### config.mk
export PLATFORM = sky130hd
export DESIGN_NAME = gdrc_ctrl
export DESIGN_NICKNAME = d
export VERILOG_FILES = /design/src/hdl/gdrc_pkg.sv /design/src/hdl/gdrc_ctrl.sv
export SDC_FILE = /design/constraint.sdc
export NUM_CORES = 1
export LEC_CHECK = 0
export ABC_AREA = 1
export BUFFER_PORTS_ARGS = -buffer_cell sky130_fd_sc_hd__buf_2
export CELL_PAD_IN_SITES_DETAIL_PLACEMENT = 1
export CELL_PAD_IN_SITES_GLOBAL_PLACEMENT = 2
export CORE_UTILIZATION = 25
export CTS_CLUSTER_SIZE = 12
export DETAILED_ROUTE_END_ITERATION = 10
export PLACE_DENSITY_LB_ADDON = 0.1
export SKIP_CTS_REPAIR_TIMING = 1
export SYNTH_ARGS = -nofsm -noshare
export SYNTH_HDL_FRONTEND = slang
export SYNTH_SLANG_ARGS = --single-unit
### constraint.sdc
create_clock -name clock -period 3.1 [get_ports clock]
set_input_delay 0.62 -clock clock [delete_from_list [all_inputs] [get_ports clock]]
set_output_delay 0.62 -clock clock [all_outputs]
set_load 0.005 [all_outputs]
### src/hdl/gdrc_pkg.sv
// shared constants, command and status types of the ray caster core
// no dependencies
package gdrc_pkg;

   localparam int MAP_WIDTH  = 32;
   localparam int MAP_HEIGHT = 32;
   localparam int CELL_COUNT = MAP_WIDTH * MAP_HEIGHT;
   localparam int ADDR_W     = $clog2(CELL_COUNT);
   localparam int STEP_LIMIT = MAP_WIDTH + MAP_HEIGHT + 1;
   localparam int STEP_CNT_W = $clog2(STEP_LIMIT + 1);
   localparam int COORD_W    = 8;

   localparam int CELL_W     = 8;
   localparam int IDX_W      = 10;
   localparam int COL_W      = 11;
   localparam int POS_W      = 16;
   localparam int FRAC_W     = 10;
   localparam int VEC_W      = 16;
   localparam int RCNT_W     = 12;
   localparam int RAY_W      = 19;
   localparam int DELTA_W    = 24;
   localparam int SIDE_W     = 32;
   localparam int DIST_W     = 18;

   localparam int DIV_DVD_W  = 32;
   localparam int DIV_DVS_W  = 20;
   localparam int DIV_CNT_W  = $clog2(DIV_DVD_W);

   localparam logic [DELTA_W-1:0] DELTA_MAX = {DELTA_W{1'b1}};
   localparam logic [DIST_W-1:0]  DIST_MAX  = {DIST_W{1'b1}};

   localparam int CSR_IDX_W  = 3;
   localparam int CSR_DATA_W = 16;

   localparam logic [CSR_IDX_W-1:0] REG_PLAYER_X  = 3'd0;
   localparam logic [CSR_IDX_W-1:0] REG_PLAYER_Y  = 3'd1;
   localparam logic [CSR_IDX_W-1:0] REG_DIR_X     = 3'd2;
   localparam logic [CSR_IDX_W-1:0] REG_DIR_Y     = 3'd3;
   localparam logic [CSR_IDX_W-1:0] REG_PLANE_X   = 3'd4;
   localparam logic [CSR_IDX_W-1:0] REG_PLANE_Y   = 3'd5;
   localparam logic [CSR_IDX_W-1:0] REG_RAY_COUNT = 3'd6;

   localparam logic [POS_W-1:0]         RST_PLAYER_X  = 16'd40960;
   localparam logic [POS_W-1:0]         RST_PLAYER_Y  = 16'd40960;
   localparam logic signed [VEC_W-1:0]  RST_DIR_X     = 16'sd0;
   localparam logic signed [VEC_W-1:0]  RST_DIR_Y     = 16'sd16384;
   localparam logic signed [VEC_W-1:0]  RST_PLANE_X   = 16'sd10813;
   localparam logic signed [VEC_W-1:0]  RST_PLANE_Y   = 16'sd0;
   localparam logic [RCNT_W-1:0]        RST_RAY_COUNT = 12'd800;

   localparam logic KIND_WRITE = 1'b0;
   localparam logic KIND_CAST  = 1'b1;

   typedef enum logic [4:0] {
      OP_NONE,
      OP_CLEAR,
      OP_DIV_CAM,
      OP_CAM,
      OP_MUL_X,
      OP_MUL_Y,
      OP_RAY_Y,
      OP_DIV_DX,
      OP_DX,
      OP_DIV_DY,
      OP_DY,
      OP_SIDE_X,
      OP_SIDE_Y,
      OP_STEP,
      OP_LOOK,
      OP_RESULT
   } dp_op_type;

   typedef struct packed {
      dp_op_type op;
      logic      accept;
   } dp_cmd_type;

   typedef struct packed {
      logic clear_last;
      logic div_done;
      logic step_out;
      logic cell_hit;
      logic count_last;
   } dp_status_type;

endpackage

### src/hdl/gdrc_ctrl.sv
// controller state machine: clearing sweep, cast sequencing, handshakes
// depends on gdrc_pkg
module gdrc_ctrl (
   input  logic                      clock,
   input  logic                      reset,
   input  logic                      req_valid,
   input  logic                      req_kind,
   output logic                      req_ready,
   output logic                      rsp_valid,
   input  logic                      rsp_ready,
   output gdrc_pkg::dp_cmd_type      cmd,
   input  gdrc_pkg::dp_status_type   status
);

   typedef enum logic [4:0] {
      S_CLEAR,
      S_IDLE,
      S_DIV_CAM,
      S_WAIT_CAM,
      S_MUL_X,
      S_MUL_Y,
      S_RAY_Y,
      S_DIV_DX,
      S_WAIT_DX,
      S_DIV_DY,
      S_WAIT_DY,
      S_SIDE_X,
      S_SIDE_Y,
      S_STEP,
      S_LOOK,
      S_DONE
   } state_type;

   state_type state_ff, state_in;
   logic      ready_ff, ready_in;
   logic      rsp_valid_ff, rsp_valid_in;
   logic      accept, out_free;
   gdrc_pkg::dp_op_type op;

   always_comb begin
      accept       = req_valid && ready_ff;
      out_free     = !rsp_valid_ff || rsp_ready;
      state_in     = state_ff;
      ready_in     = ready_ff;
      rsp_valid_in = rsp_valid_ff && !rsp_ready;
      op           = gdrc_pkg::OP_NONE;
      case (state_ff)
         S_CLEAR: begin
            op = gdrc_pkg::OP_CLEAR;
            if (status.clear_last) begin
               state_in = S_IDLE;
               ready_in = 1'b1;
            end
         end
         S_IDLE: begin
            if (accept && (req_kind == gdrc_pkg::KIND_CAST)) begin
               state_in = S_DIV_CAM;
               ready_in = 1'b0;
            end
         end
         S_DIV_CAM: begin
            op       = gdrc_pkg::OP_DIV_CAM;
            state_in = S_WAIT_CAM;
         end
         S_WAIT_CAM: begin
            if (status.div_done) begin
               op       = gdrc_pkg::OP_CAM;
               state_in = S_MUL_X;
            end
         end
         S_MUL_X: begin
            op       = gdrc_pkg::OP_MUL_X;
            state_in = S_MUL_Y;
         end
         S_MUL_Y: begin
            op       = gdrc_pkg::OP_MUL_Y;
            state_in = S_RAY_Y;
         end
         S_RAY_Y: begin
            op       = gdrc_pkg::OP_RAY_Y;
            state_in = S_DIV_DX;
         end
         S_DIV_DX: begin
            op       = gdrc_pkg::OP_DIV_DX;
            state_in = S_WAIT_DX;
         end
         S_WAIT_DX: begin
            if (status.div_done) begin
               op       = gdrc_pkg::OP_DX;
               state_in = S_DIV_DY;
            end
         end
         S_DIV_DY: begin
            op       = gdrc_pkg::OP_DIV_DY;
            state_in = S_WAIT_DY;
         end
         S_WAIT_DY: begin
            if (status.div_done) begin
               op       = gdrc_pkg::OP_DY;
               state_in = S_SIDE_X;
            end
         end
         S_SIDE_X: begin
            op       = gdrc_pkg::OP_SIDE_X;
            state_in = S_SIDE_Y;
         end
         S_SIDE_Y: begin
            op       = gdrc_pkg::OP_SIDE_Y;
            state_in = S_STEP;
         end
         S_STEP: begin
            op       = gdrc_pkg::OP_STEP;
            state_in = status.step_out ? S_DONE : S_LOOK;
         end
         S_LOOK: begin
            op       = gdrc_pkg::OP_LOOK;
            state_in = (status.cell_hit || status.count_last) ? S_DONE : S_STEP;
         end
         S_DONE: begin
            if (out_free) begin
               op           = gdrc_pkg::OP_RESULT;
               rsp_valid_in = 1'b1;
               state_in     = S_IDLE;
               ready_in     = 1'b1;
            end
         end
         default: begin
            state_in = S_IDLE;
            ready_in = 1'b1;
         end
      endcase
   end

   always_ff @(posedge clock) begin
      if (reset) begin
         state_ff     <= S_CLEAR;
         ready_ff     <= 1'b0;
         rsp_valid_ff <= 1'b0;
      end else begin
         state_ff     <= state_in;
         ready_ff     <= ready_in;
         rsp_valid_ff <= rsp_valid_in;
      end
   end

   assign cmd.op     = op;
   assign cmd.accept = accept;
   assign req_ready  = ready_ff;
   assign rsp_valid  = rsp_valid_ff;

endmodule

* Word level (Yosys, flattened, before mapping)
Index checks and enable logic that the tools add are counted.
Cells by class: bitwise operators 1, eq/ne operators 21, multiplexer cells 20, reduce and logical (&&, ||, !) cells 11
Operator list (number):
- case mux 5 bit (16 select lines) | 1
- case mux 4 bit (15 select lines) | 1
- equality test 5 x 4 -> 1 bit, second input constant | 8
- 2-to-1 mux 5 bit | 6
- equality test 5 x 3 -> 1 bit, second input constant | 4
- OR reduction 13 bit | 1
- 2-to-1 mux 4 bit | 3
- != test 2 bit, second input constant | 6
- equality test 5 x 2 -> 1 bit, second input constant | 2
- 2-to-1 mux 1 bit | 6
- AND reduction 6 bit | 1
- equality test 5 x 1 -> 1 bit, second input constant | 1
- logical NOT 5 bit | 1
- 2-to-1 mux 2 bit | 2
- case mux 1 bit (4 select lines) | 1
- AND reduction 4 bit | 1
- logical AND 1 bit | 3
- logical NOT 1 bit | 2
- logical OR 1 bit | 2
- NOT 1 bit | 1
Word-level totals: word-level logic and storage cells 56, input port bits 10, flip-flop bits (word level) 7, output and inout bits 8

* Logic depth before layout (Yosys ltp)
word-level depth 4, depth in mapped cells 10, gate-level depth less buffers 9

* Least setup slack after synthesis
OpenSTA, ideal clock, no wires.
kind input to output, start point input rsp_ready, end point output cmd[1] (netlist bit), stages 6, arrival 1.140 ns, slack 1.340 ns, data required time 2.480 ns, cells stage by stage nor2_1 inv_1 nand2_1 o21ai_0 inv_1 o2111ai_1
RTL lines:
- start: declaration | line gdrc_ctrl.sv:10 | input logic rsp_ready,
- end: declaration | line gdrc_ctrl.sv:11 | output gdrc_pkg::dp_cmd_type cmd,

==> run metrics <==
Post-synth ARST share 0%; Initial Util 27.7%; root buf cell clkbuf_4; first-pass GRT wire length 3250 µm; Post-DP HPWL 1500 µm; Nets 132; Hold Crit Class register to register; Avg WL per Cell 12.4 µm; Pwr Density 674 nW/µm²; Distinct cells, synth 20; grt met2 use 28.2%; flop2flop setup slack 1.67 ns; Yosys top cell by area dfxtp_1; crit path kind register to output port; Placement Setup Slack 1.01 ns; endpoints failing hold 0; largest net degree at the start of global routing 9; Max clock buf depth 2; FF-to-FF Start state_ff[2]; total leakage power 0.384 nW; met3 Resource Use GR 5.56%; f_max 442 MHz; detailed-route via count 671; initial antenna violation count 0; clock skew 0.00370 ns; most common library cells after synthesis nand2_1 (30), inv_1 (16), nor2_1 (16), dfxtp_1 (6), nand3_1 (6); io pins 18; Die Ht 49.8 µm; ANT cells 0; DRC viols 0; Yosys top cell area share 21.1%; fin. max-slew vios 0; critical path data arrival time 1.64 ns; Hold Crit Endpoint req_ready; Final min period 2.26 ns; drt first pass iters 4; Max Cap Viol 0; final wirelength 1820 µm; Syn-to-layout area delta 19.3%; Placement Rows 16; vias per cell 4.56; maximum vdd drop 244 µV; DRT iter0 DRCs 12; Tcrit/Tclk final 73.0%; Die ar. 2480 µm²; Worst Reg-to-Reg Cells 8; grt total ovfl 0; FF+latch count, synth 6; fraction of the yosys area taken by sequential cells 21.1%; gpl congestion 0.788; H-tree depth 1; grt met1 use 23.3%; Main synth FF type dfxtp_1; Clk Latency, worst-skew pair 0.26 ns; I/O Buffers 16; Clock transition at path regs 0.05 ns; final number of setup-violating endpoints 0; EDFF count, synth 0; setup TNS 0 ns; vias in the first global route 704; CP Launch Type register; gr usage total 17.6%; Mean Syn Cell Area 5.49 µm²; Setup crit start state_ff[2]; RSZ-0062 raised after global routing no; hold wc startpoint req_ready; Sink Count 6; mapped cell area 571 µm²; CTS Buf Count 3; Die X-Extent 49.8 µm; worst path required time 2.48 ns; status finished clean; Final WS setup 0.836 ns; hold path cells 2; CP Max Fanout 8; core box area 2060 µm²; Syn Nets 114; Crit Reg-Reg Endpoint state_ff[2]; largest cells by area after synthesis dfxtp_1 (21%), nand2_1 (20%), inv_1 (11%), nor2_1 (11%), nand3_1 (5.3%); Critical Path End Type output port; TritonCTS clock tree done; gr busiest metal met2; layout cells sized above 1 22.5%; Syn Inst Count 104; Routed Antenna Nets 0; Yosys warnings 0; most common cell in the synthesized netlist nand2_1
## routing by layer
layer,vias up,wire [µm]
li1,355,-
met1,303,922
met2,10,832
met3,3,59
met4,0,8
met5,-,0
## kinds of logic (layout without fill, tap and decap cells)
logic type	Yosys count	count (layout)	synth area share, %
AND/OR/NAND/NOR	62	62	47.1
AO/OA/AOI/OAI	15	15	15.4
buffers and inverters	20	36	15.8
flip-flops	6	6	21.1
other	1	1	0.657
## worst max path at each step
stage | endpoint | slack [ns] | cells past startpoint
finish | cmd[1] | 0.84 | 7
global route | cmd[1] | 0.70 | 7
CTS | cmd[1] | 0.82 | 7
detailed placement | cmd[2] | 1.01 | 8
global placement | cmd[2] | 1.01 | 8
floorplan | cmd[1] | 1.34 | 6
## sequential cells by signal, indices dropped and copies added, names as in the netlist
name and count:
req_ready 1, rsp_valid 1, state_ff 4
## where the power goes
group / internal [mW] / switching, mW / leakage (nW) / total [mW]
combinational: 0.0931 / 0.157 / 0.321 / 0.250
clock: 0.0443 / 0.0356 / 0.0138 / 0.0799
sequential: 0.0966 / 0.0323 / 0.0492 / 0.129
## critical path: stages (launching register included)
cell	delay (ns)
dfxtp_1	0.50
nand2_1	0.20
inv_1	0.19
nand2_1	0.12
inv_1	0.09
a21oi_1	0.05
o2111ai_1	0.09
buf_2	0.14
## metrics by stage
step                hold WS (ns)  area (µm²)  power, mW  utilization, %  cells
floorplan                  0.527         571      0.310               -    104
global placement           0.535         658      0.382            31.9    144
detailed placement         0.531         658      0.382            31.9    144
CTS                        0.547         681      0.467            33.0    147
global route               0.559         681      0.520            33.0    147
finish                     0.551         681      0.459            33.0    147
## cell type report
| type | instances | area (µm²) |
|---|---|---|
| fill | 302 | 1380 |
| multi-input combinational | 78 | 360 |
| sequential | 6 | 120 |
| timing repair buffer | 16 | 80.1 |
| inverter | 17 | 63.8 |
| tap | 27 | 33.8 |
| clock buffer | 3 | 22.5 |
## placed cells by master, fill, tap and decap left out
cell type   n
nand2_1    30
inv_1      16
nor2_1     16
buf_2      16
nand3_1     6
dfxtp_1     6
o21ai_0     5
a21oi_1     5
nand2_2     4
clkbuf_4    3
nor2_2      2
o2111ai_1   2
nor3_1      2
inv_2       1
o211ai_1    1
nor2_4      1
o31ai_1     1
nand3b_1    1
o21ai_1     1
conb_1      1
No activity file was read; power rests on OpenSTA's default activity.
